`config.mk`:
```
export PLATFORM = sky130hd
export DESIGN_NAME = sfms_front
export DESIGN_NICKNAME = d
export VERILOG_FILES = /design/src/rtl/core/sfms_pkg.sv /design/src/rtl/core/sfms_front.sv
export SDC_FILE = /design/constraint.sdc
export NUM_CORES = 1
export LEC_CHECK = 0
export ABC_AREA = 1
export BUFFER_PORTS_ARGS = -buffer_cell sky130_fd_sc_hd__buf_4
export CAP_MARGIN = 20
export CORE_MARGIN = 4
export CORE_UTILIZATION = 30
export CTS_CLUSTER_DIAMETER = 40
export DETAILED_ROUTE_END_ITERATION = 10
export GPL_TIMING_DRIVEN = 0
export SETUP_SLACK_MARGIN = 0.2
export SLEW_MARGIN = 15
export SYNTH_ARGS = -nofsm -noshare
export SYNTH_HDL_FRONTEND = slang
export SYNTH_SLANG_ARGS = --single-unit
```
`constraint.sdc`:
```
create_clock -name i_clk -period 2.82 [get_ports i_clk]
set_clock_uncertainty 0.05 [all_clocks]
set_input_delay 0.705 -clock i_clk [delete_from_list [all_inputs] [get_ports i_clk]]
set_output_delay 0.705 -clock i_clk [all_outputs]
set_load 0.03 [all_outputs]
```
`src/rtl/core/sfms_pkg.sv`:
```
`timescale 1ns / 1ps
package sfms_pkg;

    localparam int SAMPLE_W = 16;
    localparam int BIN_W    = 9;
    localparam int AMP_W    = 25;
    localparam logic [AMP_W-1:0] AMP_MAX = 25'd16777216;

    typedef struct packed {
        logic signed [SAMPLE_W-1:0] right;
        logic signed [SAMPLE_W-1:0] left;
    } t_pair;

    typedef struct packed {
        logic  valid;
        t_pair pair;
    } t_qhead;

endpackage

```
`src/rtl/core/sfms_front.sv`:
```
`timescale 1ns / 1ps
module sfms_front (
    input  logic                            i_clk,
    input  logic                            i_rst_n,
    input  logic                            i_start,
    input  logic signed [15:0]              i_left_sample,
    input  logic signed [15:0]              i_right_sample,
    input  logic                            i_in_range,
    input  logic                            i_pop,
    output logic                            o_busy,
    output sfms_pkg::t_qhead                o_head
);
    import sfms_pkg::*;

    t_pair      r_slot [2];
    logic       r_wp;
    logic       r_rp;
    logic [1:0] r_cnt;
    logic       push;
    logic       pop;
    t_pair      pair_in;

    assign o_busy = r_cnt[1];
    assign push   = i_start && !r_cnt[1];
    assign pop    = i_pop && (r_cnt != 2'd0);

    // out-of-range pairs become zero padding
    always_comb begin
        pair_in.left  = i_in_range ? i_left_sample  : '0;
        pair_in.right = i_in_range ? i_right_sample : '0;
    end

    assign o_head.valid = (r_cnt != 2'd0);
    assign o_head.pair  = r_slot[r_rp];

    always_ff @(posedge i_clk) begin
        if (push) begin
            r_slot[r_wp] <= pair_in;
        end
    end

    always_ff @(posedge i_clk) begin
        if (!i_rst_n) begin
            r_wp  <= 1'b0;
            r_rp  <= 1'b0;
            r_cnt <= 2'd0;
        end else begin
            if (push) begin
                r_wp <= ~r_wp;
            end
            if (pop) begin
                r_rp <= ~r_rp;
            end
            r_cnt <= r_cnt + 2'(push) - 2'(pop);
        end
    end

endmodule

```
==> results.txt, run 1 <==
- In the post-synthesis netlist, the biggest area contributors are sky130_fd_sc_hd__edfxtp_1, sky130_fd_sc_hd__mux2_4, sky130_fd_sc_hd__inv_1.
* Area added between synthesis and finish: 33.0%
- Pre-CTS setup slack: 0.725 ns
- Entering global routing, the biggest net connects 19 pins.
- Of all nets on the critical path, the largest fanout is 10.
* Portion of the post-synthesis area used by sequential elements: 0.686
- Critical path required time: 2.07 ns
- Number of buffers inserted by port buffering: 70
- Final Max Slew Viols: 0
- FF-to-FF path depth: 4
- Vias: 1651
- Fraction of layout instances using a drive strength above 1: 0.448
- EDFF count, synth: 64
- Final hold slack: 0.428 ns
- Cell with the most instances after synthesis: sky130_fd_sc_hd__edfxtp_1
- Sequential cell fraction of total power: 0.395
- CTS built an H-tree with a depth of 3.
* Clock input transition at the sequential cells of the worst setup and hold paths: 0.07 ns
- After synthesis, the mean cell area works out to 14.9 µm².
* Power share of the combinational group: 0.350
- Die Footprint: 11500 µm²
* Post-synth cell types: 17
- Sink Count: 69
- In this run the critical register-to-register path is launched from r_cnt[1]$_SDFF_PN0_.
- The analysis attributes to net switching a power of 1.05 mW.
- Async S/R FF share, synth: 0
* Worst max-slew margin expressed relative to the limit: 0.625
- Worst-Margin Slew: 0.561 ns
- Setup violations remaining at the end of the flow were counted as 0.
- In this run the horizontal extent of the chip is 107 µm.
* Gates resized, CTS repair: 0
* Pre-Repair DR Iteration Count: 4
* Post-synthesis sequential element count: 69
- Vertical die dimension: 107 µm
* End of the critical path: o_head[20]
- In this run the count of I/O pins placed on the die edge is 71.
* Final Hold Violating Endpoints: 0
- Clock latency at the later pin of the worst-skew pair: 0.33 ns
* Final weighted congestion in routability-driven placement: 0.618
* Setup crit end kind: primary output
- Drt wl/cell: 12.7 µm
- Detail Placement HPWL: 3750 µm
- Hold Crit Depth: 2
* Ant. Diodes: 0
- The worst-case IR drop observed on VDD is 0.295 mV.
- Power consumption: 3.38 mW
* Warnings from Yosys: 0
- Summing every instance area after synthesis gives 2950 µm².
* Aggregate routed wire length: 5290 µm
- The initial utilization of the core area, before any placement, comes to 0.313.
* Clk pwr share: 0.254
- The setup path with the least slack is of type flip-flop to primary output.
- Worst hold path type: flip-flop to flip-flop
- The run finished with clean final reports.
* Final period demand of the worst path: 2.19 ns
* Sw frac: 0.311
- Root buffer cell: sky130_fd_sc_hd__clkbuf_8
- The cell count after synthesis came out at 198.
- The first global-routing pass estimated 8200 µm of wire.
- Endpoint of the lowest-slack register-to-register path: r_slot[0][15]$_DFFE_PP_
* Cell Rows: 35
* Cell types with the highest counts after synthesis: sky130_fd_sc_hd__edfxtp_1, sky130_fd_sc_hd__inv_1, sky130_fd_sc_hd__nand2_1
* Clock tree from TritonCTS: done
- The number of antenna violations at the first check in global routing was 0.
- Across the run, the number of max-cap violations was 0.
* Final design utilization: 0.416
* Number of antenna-violating nets in the routed design: 0
- For this run the aggregate overflow at the end of global routing stands at 0.
* Leading register cell type out of synthesis: sky130_fd_sc_hd__edfxtp_1
- Startpoint Class: flip-flop
- DR DRC count: 0
- Synthesized net count: 236
* Biggest area consumer among synthesized cells: sky130_fd_sc_hd__edfxtp_1
* Final Cycle Share: 0.776
* Total routing resource utilization after global routing: 0.0945
- Internal Dissipation: 2.33 mW
- The worst path meets setup with 0.632 ns of slack.
- After detailed routing, the number of vias per cell comes to 3.98.
- Number of hold buffers added after CTS: 0
- The via count of the first global-routing pass was 1730.
* Flop-to-flop setup slack: 1.14 ns
- Counting the fill cells in the layout gives 908.
- Maximum frequency from static timing analysis: 0.457 GHz
- In this run the power density over the cells is 863 nW/µm².
- The floorplan step defined a core boundary enclosing 9420 µm².
- Data arrival at the endpoint of the critical path: 1.43 ns
- The analysis attributes to cell leakage a power of 1.77 nW.
* Share of the synthesized area in the top cell type: 0.652
* Number of setup buffers added after CTS: 0
- Final net count: 319
- TritonCTS Buffers: 9
- The clock passes through at most 2 buffers.
* DRC marker count from the first detailed-route iteration: 25
- Setup repair after global routing left no endpoint under its margin.
-- cells by family (layout without fill, tap and decap cells) --
family / count (synthesis) / in the layout / share of synthesized area
compound gates: 6 / 6 / 0.0102
simple gates: 43 / 43 / 0.0569
mux: 32 / 32 / 0.161
buf+inv: 46 / 134 / 0.0790
flops: 69 / 69 / 0.686
fa+ha+maj: 1 / 1 / 0.00425
xor+xnor: 1 / 1 / 0.00297
-- cell usage in the layout, fill, tap and decap left out, types with 2 or more instances in the layout --
| master | instances |
|---|---|
| sky130_fd_sc_hd__a21oi_1 | 4 |
| sky130_fd_sc_hd__buf_12 | 3 |
| sky130_fd_sc_hd__buf_16 | 2 |
| sky130_fd_sc_hd__buf_2 | 3 |
| sky130_fd_sc_hd__buf_4 | 70 |
| sky130_fd_sc_hd__bufinv_16 | 2 |
| sky130_fd_sc_hd__clkbuf_8 | 9 |
| sky130_fd_sc_hd__clkinv_1 | 2 |
| sky130_fd_sc_hd__clkinvlp_4 | 3 |
| sky130_fd_sc_hd__dfxtp_1 | 5 |
| sky130_fd_sc_hd__edfxtp_1 | 64 |
| sky130_fd_sc_hd__inv_1 | 39 |
| sky130_fd_sc_hd__mux2_2 | 2 |
| sky130_fd_sc_hd__mux2_4 | 30 |
| sky130_fd_sc_hd__nand2_1 | 37 |
| sky130_fd_sc_hd__nor2_4 | 2 |
| sky130_fd_sc_hd__o21ai_0 | 2 |
-- power by group through the flow --
stage               sequential (mW)  clock [mW]  combinational, mW
floorplan                      1.36           0              0.809
CTS                            1.34       0.891               1.21
global route                   1.35       0.933               1.26
global placement               1.37           0               1.17
detailed placement             1.36           0               1.21
finish                         1.34       0.861               1.19
-- worst min path at each step --
stage                            startpoint           endpoint
after floorplan           r_rp$_SDFFE_PN0P_          flip-flop
after global placement    r_rp$_SDFFE_PN0P_  r_rp$_SDFFE_PN0P_
after detailed placement  r_rp$_SDFFE_PN0P_  r_rp$_SDFFE_PN0P_
after CTS                 r_rp$_SDFFE_PN0P_  r_rp$_SDFFE_PN0P_
after global routing      r_rp$_SDFFE_PN0P_  r_rp$_SDFFE_PN0P_
final                     r_rp$_SDFFE_PN0P_  r_rp$_SDFFE_PN0P_
-- per-stage QoR --
stage	setup TNS, ns	cells	area (µm²)
after floorplan	0	198	2950
after global placement	-59.84	397	3630
after detailed placement	0	399	3700
after CTS	0	415	3920
after global routing	0	415	3920
final	0	415	3920
-- registers in the layout, indices dropped and copies added (netlist names), named ones only --
| register | count |
|---|---|
| r_slot | 64 |
| r_cnt | 2 |
| r_rp | 1 |
| r_wp | 1 |
-- worst max-delay path, stage by stage, from the launching register on --
cell and delay (ns):
sky130_fd_sc_hd__dfxtp_1 0.32, sky130_fd_sc_hd__buf_6 0.14, sky130_fd_sc_hd__buf_12 0.15, sky130_fd_sc_hd__mux2_4 0.31
sky130_fd_sc_hd__buf_4 0.17
-- routing by layer --
layer  global-route usage  vias to the layer above  part of all wire
met4               0.0301                        0             0.011
met2                0.165                       45              0.50
met1                0.105                      767              0.42
met3               0.0385                        6             0.064
met5                    0                        -                 0
li1                     -                      833                 -
-- layout make-up --
type / count / area (µm²) / share of cell area
plain buffers: 7 / 86.3 / 0.0220
clock buffers: 9 / 124 / 0.0316
clock inverters: 7 / 90.1 / 0.0230
inverters: 39 / 146 / 0.0374
multi-input cells: 83 / 707 / 0.180
flip-flops and latches: 69 / 2020 / 0.516
well taps: 129 / 161 / 0.0412
repair buffers: 72 / 581 / 0.148
(Power assumes the default switching activity.)
==> inputs of run 2 (changes only) <==
- clock period: 2.82 -> 2.18 ns (I/O delays scaled with it)
==> results.txt, run 2 (same netlist as run 1, synthesis figures left out) <==
- After detailed routing, the average wire length per cell comes to 13.2 µm.
* Final net count: 323
- Of the total power, the share spent switching nets is 0.306.
- In this run the top signal layer used is met4.
- Final period demand of the worst path: 2.02 ns
- 71 I/O pins were placed.
* Most common library cell in the layout ignoring fill and taps: sky130_fd_sc_hd__edfxtp_1
- After global routing the overflow that remains totals 0.
- The clock passes through at most 2 buffers.
- Core area: 9420 µm²
- The detailed router finished its first iteration with 27 violations.
- Ant. Diodes: 0
* Final Max Slew Viols: 0
* Cell count after placement: 399
- Cell Rows: 35
* TritonCTS Buffers: 9
- In the detailed route, the total length drawn on met3 is 322 µm.
- RSZ-0062 raised after global routing: yes
- STA classifies the critical path endpoint as a primary output.
- The routed design has 5520 µm of wire.
- The congestion estimate from routability-driven global placement came to 0.618.
- Number of antenna-violating nets in the routed design: 0
- After detailed routing, the number of vias per cell comes to 4.00.
- Reported net switching power: 1.41 mW
* Largest reg by FF count: r_slot
- Dividing the final minimum period by the clock period gives 0.927.
* Met2 wire len: 2760 µm
- In the final routing, the length of wire on met1 measures 2370 µm.
- Beginning of the worst register-to-register path: r_cnt[1]$_SDFF_PN0_
* Leading cell types in the layout, fill and taps excluded: sky130_fd_sc_hd__edfxtp_1, sky130_fd_sc_hd__buf_4, sky130_fd_sc_hd__inv_1, sky130_fd_sc_hd__nand2_1, sky130_fd_sc_hd__buf_6
* Startpoint Class: flip-flop
* Sequential cell fraction of total power: 0.375
- The die covers 11500 µm².
- Of the total power, combinational logic draws 0.384.
* Family of cells with the greatest summed delay on the critical path: buffers and inverters
- The final count of hold timing violations was 0.
* Number of global-route vias before repair: 1728
* Max Cap Viol: 0
- In the global route stage, overall resource usage came out at 0.0945.
- In the final layout, the registers with the most flip-flops are r_slot: 64 flops, r_cnt: 2 flops.
- DR DRC count: 0
- Chip Width: 107 µm
- Root buffer cell: sky130_fd_sc_hd__clkbuf_8
- Ratio of total power to cell area: 1120 nW/µm²
- Setup TNS: 0 ns
- Startpoint of the lowest-slack hold path: i_rst_n
- The final route contains 1674 vias.
- The largest single stage delay on the critical path is 0.34 ns.
- Clk pwr share: 0.241
- Maximum frequency from static timing analysis: 0.495 GHz
* Initial cell density of the core: 0.313
- Entering global routing, the biggest net connects 19 pins.
- At the end of the flow the core is filled with cells to 0.438.
* Antenna violations before repair: 0
- Among all stages on the critical path, the largest delay is contributed by sky130_fd_sc_hd__dfxtp_2.
- Worst-Margin Slew: 0.569 ns
- Number of hold buffers added after CTS: 0
- The flow ran to the end, and the final reports show no timing, DRC or antenna violations.
- In the final layout, the share of cells above drive strength 1 is 0.459.
* Number of setup violations in the final report: 0
* Clock tree from TritonCTS: done
* Sink Count: 69
* Level count of the clock H-tree: 3
- The filler cells instantiated in the layout total 887.
* Data arrival at the endpoint of the critical path: 1.42 ns
* Clock latency at the later pin of the worst-skew pair: 0.33 ns
- The wire-length estimate of the detail-placed layout is 3750 µm.
* Cell chain of the critical path: buf_12 > clkbuf_16 > mux2_4 > buf_6
- The area growth from synthesis to layout is 40.0%.
- Number of buffers and inverters on the critical path: 3
- In this run the worst path has a maximum fanout of 8.
* Worst setup path category: flip-flop to primary output
- Worst hold path type: input pin to flip-flop
* Post-Layout Cell Count: 419
- The worst pin sits at a relative slew slack of 0.620.
- Maximum VDD drop: 0.397 mV
- In this run the vertical extent of the chip is 107 µm.
- The first global-routing pass estimated 8200 µm of wire.
- Max FFs per register: 64
* Critical path required time: 1.58 ns
- Hold is met by 0.369 ns.
- For this design the static power due to leakage is 1.85 nW.
* Internal Dissipation: 3.20 mW
- Clock-pin slew was measured on the worst setup and hold paths at 0.07 ns.
- Number of buffers inserted by port buffering: 70
- The first TritonRoute pass finished after 4 iterations.
-- run 2: changes by cell type in the layout (fill, tap and decap cells not counted), sizes merged --
cell / previous run / this run
clkbuf: 9 / 12
buf: 79 / 80
-- run 2: cell type report --
type,count,area [µm²],area share
repair buffers,76,779,0.189
multi-input cells,83,707,0.171
plain buffers,7,95.1,0.0230
well taps,129,161,0.0391
flip-flops and latches,69,2020,0.490
inverters,39,146,0.0355
clock inverters,7,90.1,0.0218
clock buffers,9,124,0.0300
-- run 2: power by group through the flow --
| stage | Combinational (mW) | Clock (mW) | Sequential, mW |
|---|---|---|---|
| finish | 1.77 | 1.11 | 1.73 |
| global route | 1.88 | 1.21 | 1.75 |
| CTS | 1.57 | 1.15 | 1.73 |
| detailed placement | 1.57 | 0 | 1.76 |
| global placement | 1.51 | 0 | 1.77 |
| floorplan | 1.05 | 0 | 1.77 |
-- run 2: final timing paths --
kind                        endpoint  slack, ns  cells after the start
min              r_cnt[0]$_SDFF_PN0_       0.37                      3
min reg2reg                flip-flop       0.43                      2
max reg2reg  r_slot[0][15]$_DFFE_PP_       0.50                      4
max                       o_head[10]       0.16                      4
-- run 2: per-stage QoR --
step | power, mW | area, µm² | setup WS (ns)
after global placement | 3.27 | 3630 | -1.43
after global routing | 4.84 | 4130 | 0.111
after detailed placement | 3.33 | 3700 | 0.245
after floorplan | 2.81 | 2950 | -0.312
after CTS | 4.45 | 3920 | 0.110
final | 4.61 | 4130 | 0.160
-- run 2: timing repair --
action / CTS / global route
cloned: 0 / 3
buffers inserted: 0 / 1
resized for setup: 0 / 34
setup endpoints to repair: 30 / 30
-- run 2: metal layers --
| metal | up-vias | global-route usage |
|---|---|---|
| li1 | 841 | - |
| met1 | 783 | 0.105 |
| met2 | 44 | 0.165 |
| met3 | 6 | 0.0385 |
| met4 | 0 | 0.0301 |
| met5 | - | 0 |
-- run 2: tightest hold or removal path: stages --
cell	delay, ns
sky130_fd_sc_hd__buf_4	0.10
sky130_fd_sc_hd__nand2_1	0.04
sky130_fd_sc_hd__inv_1	0.04
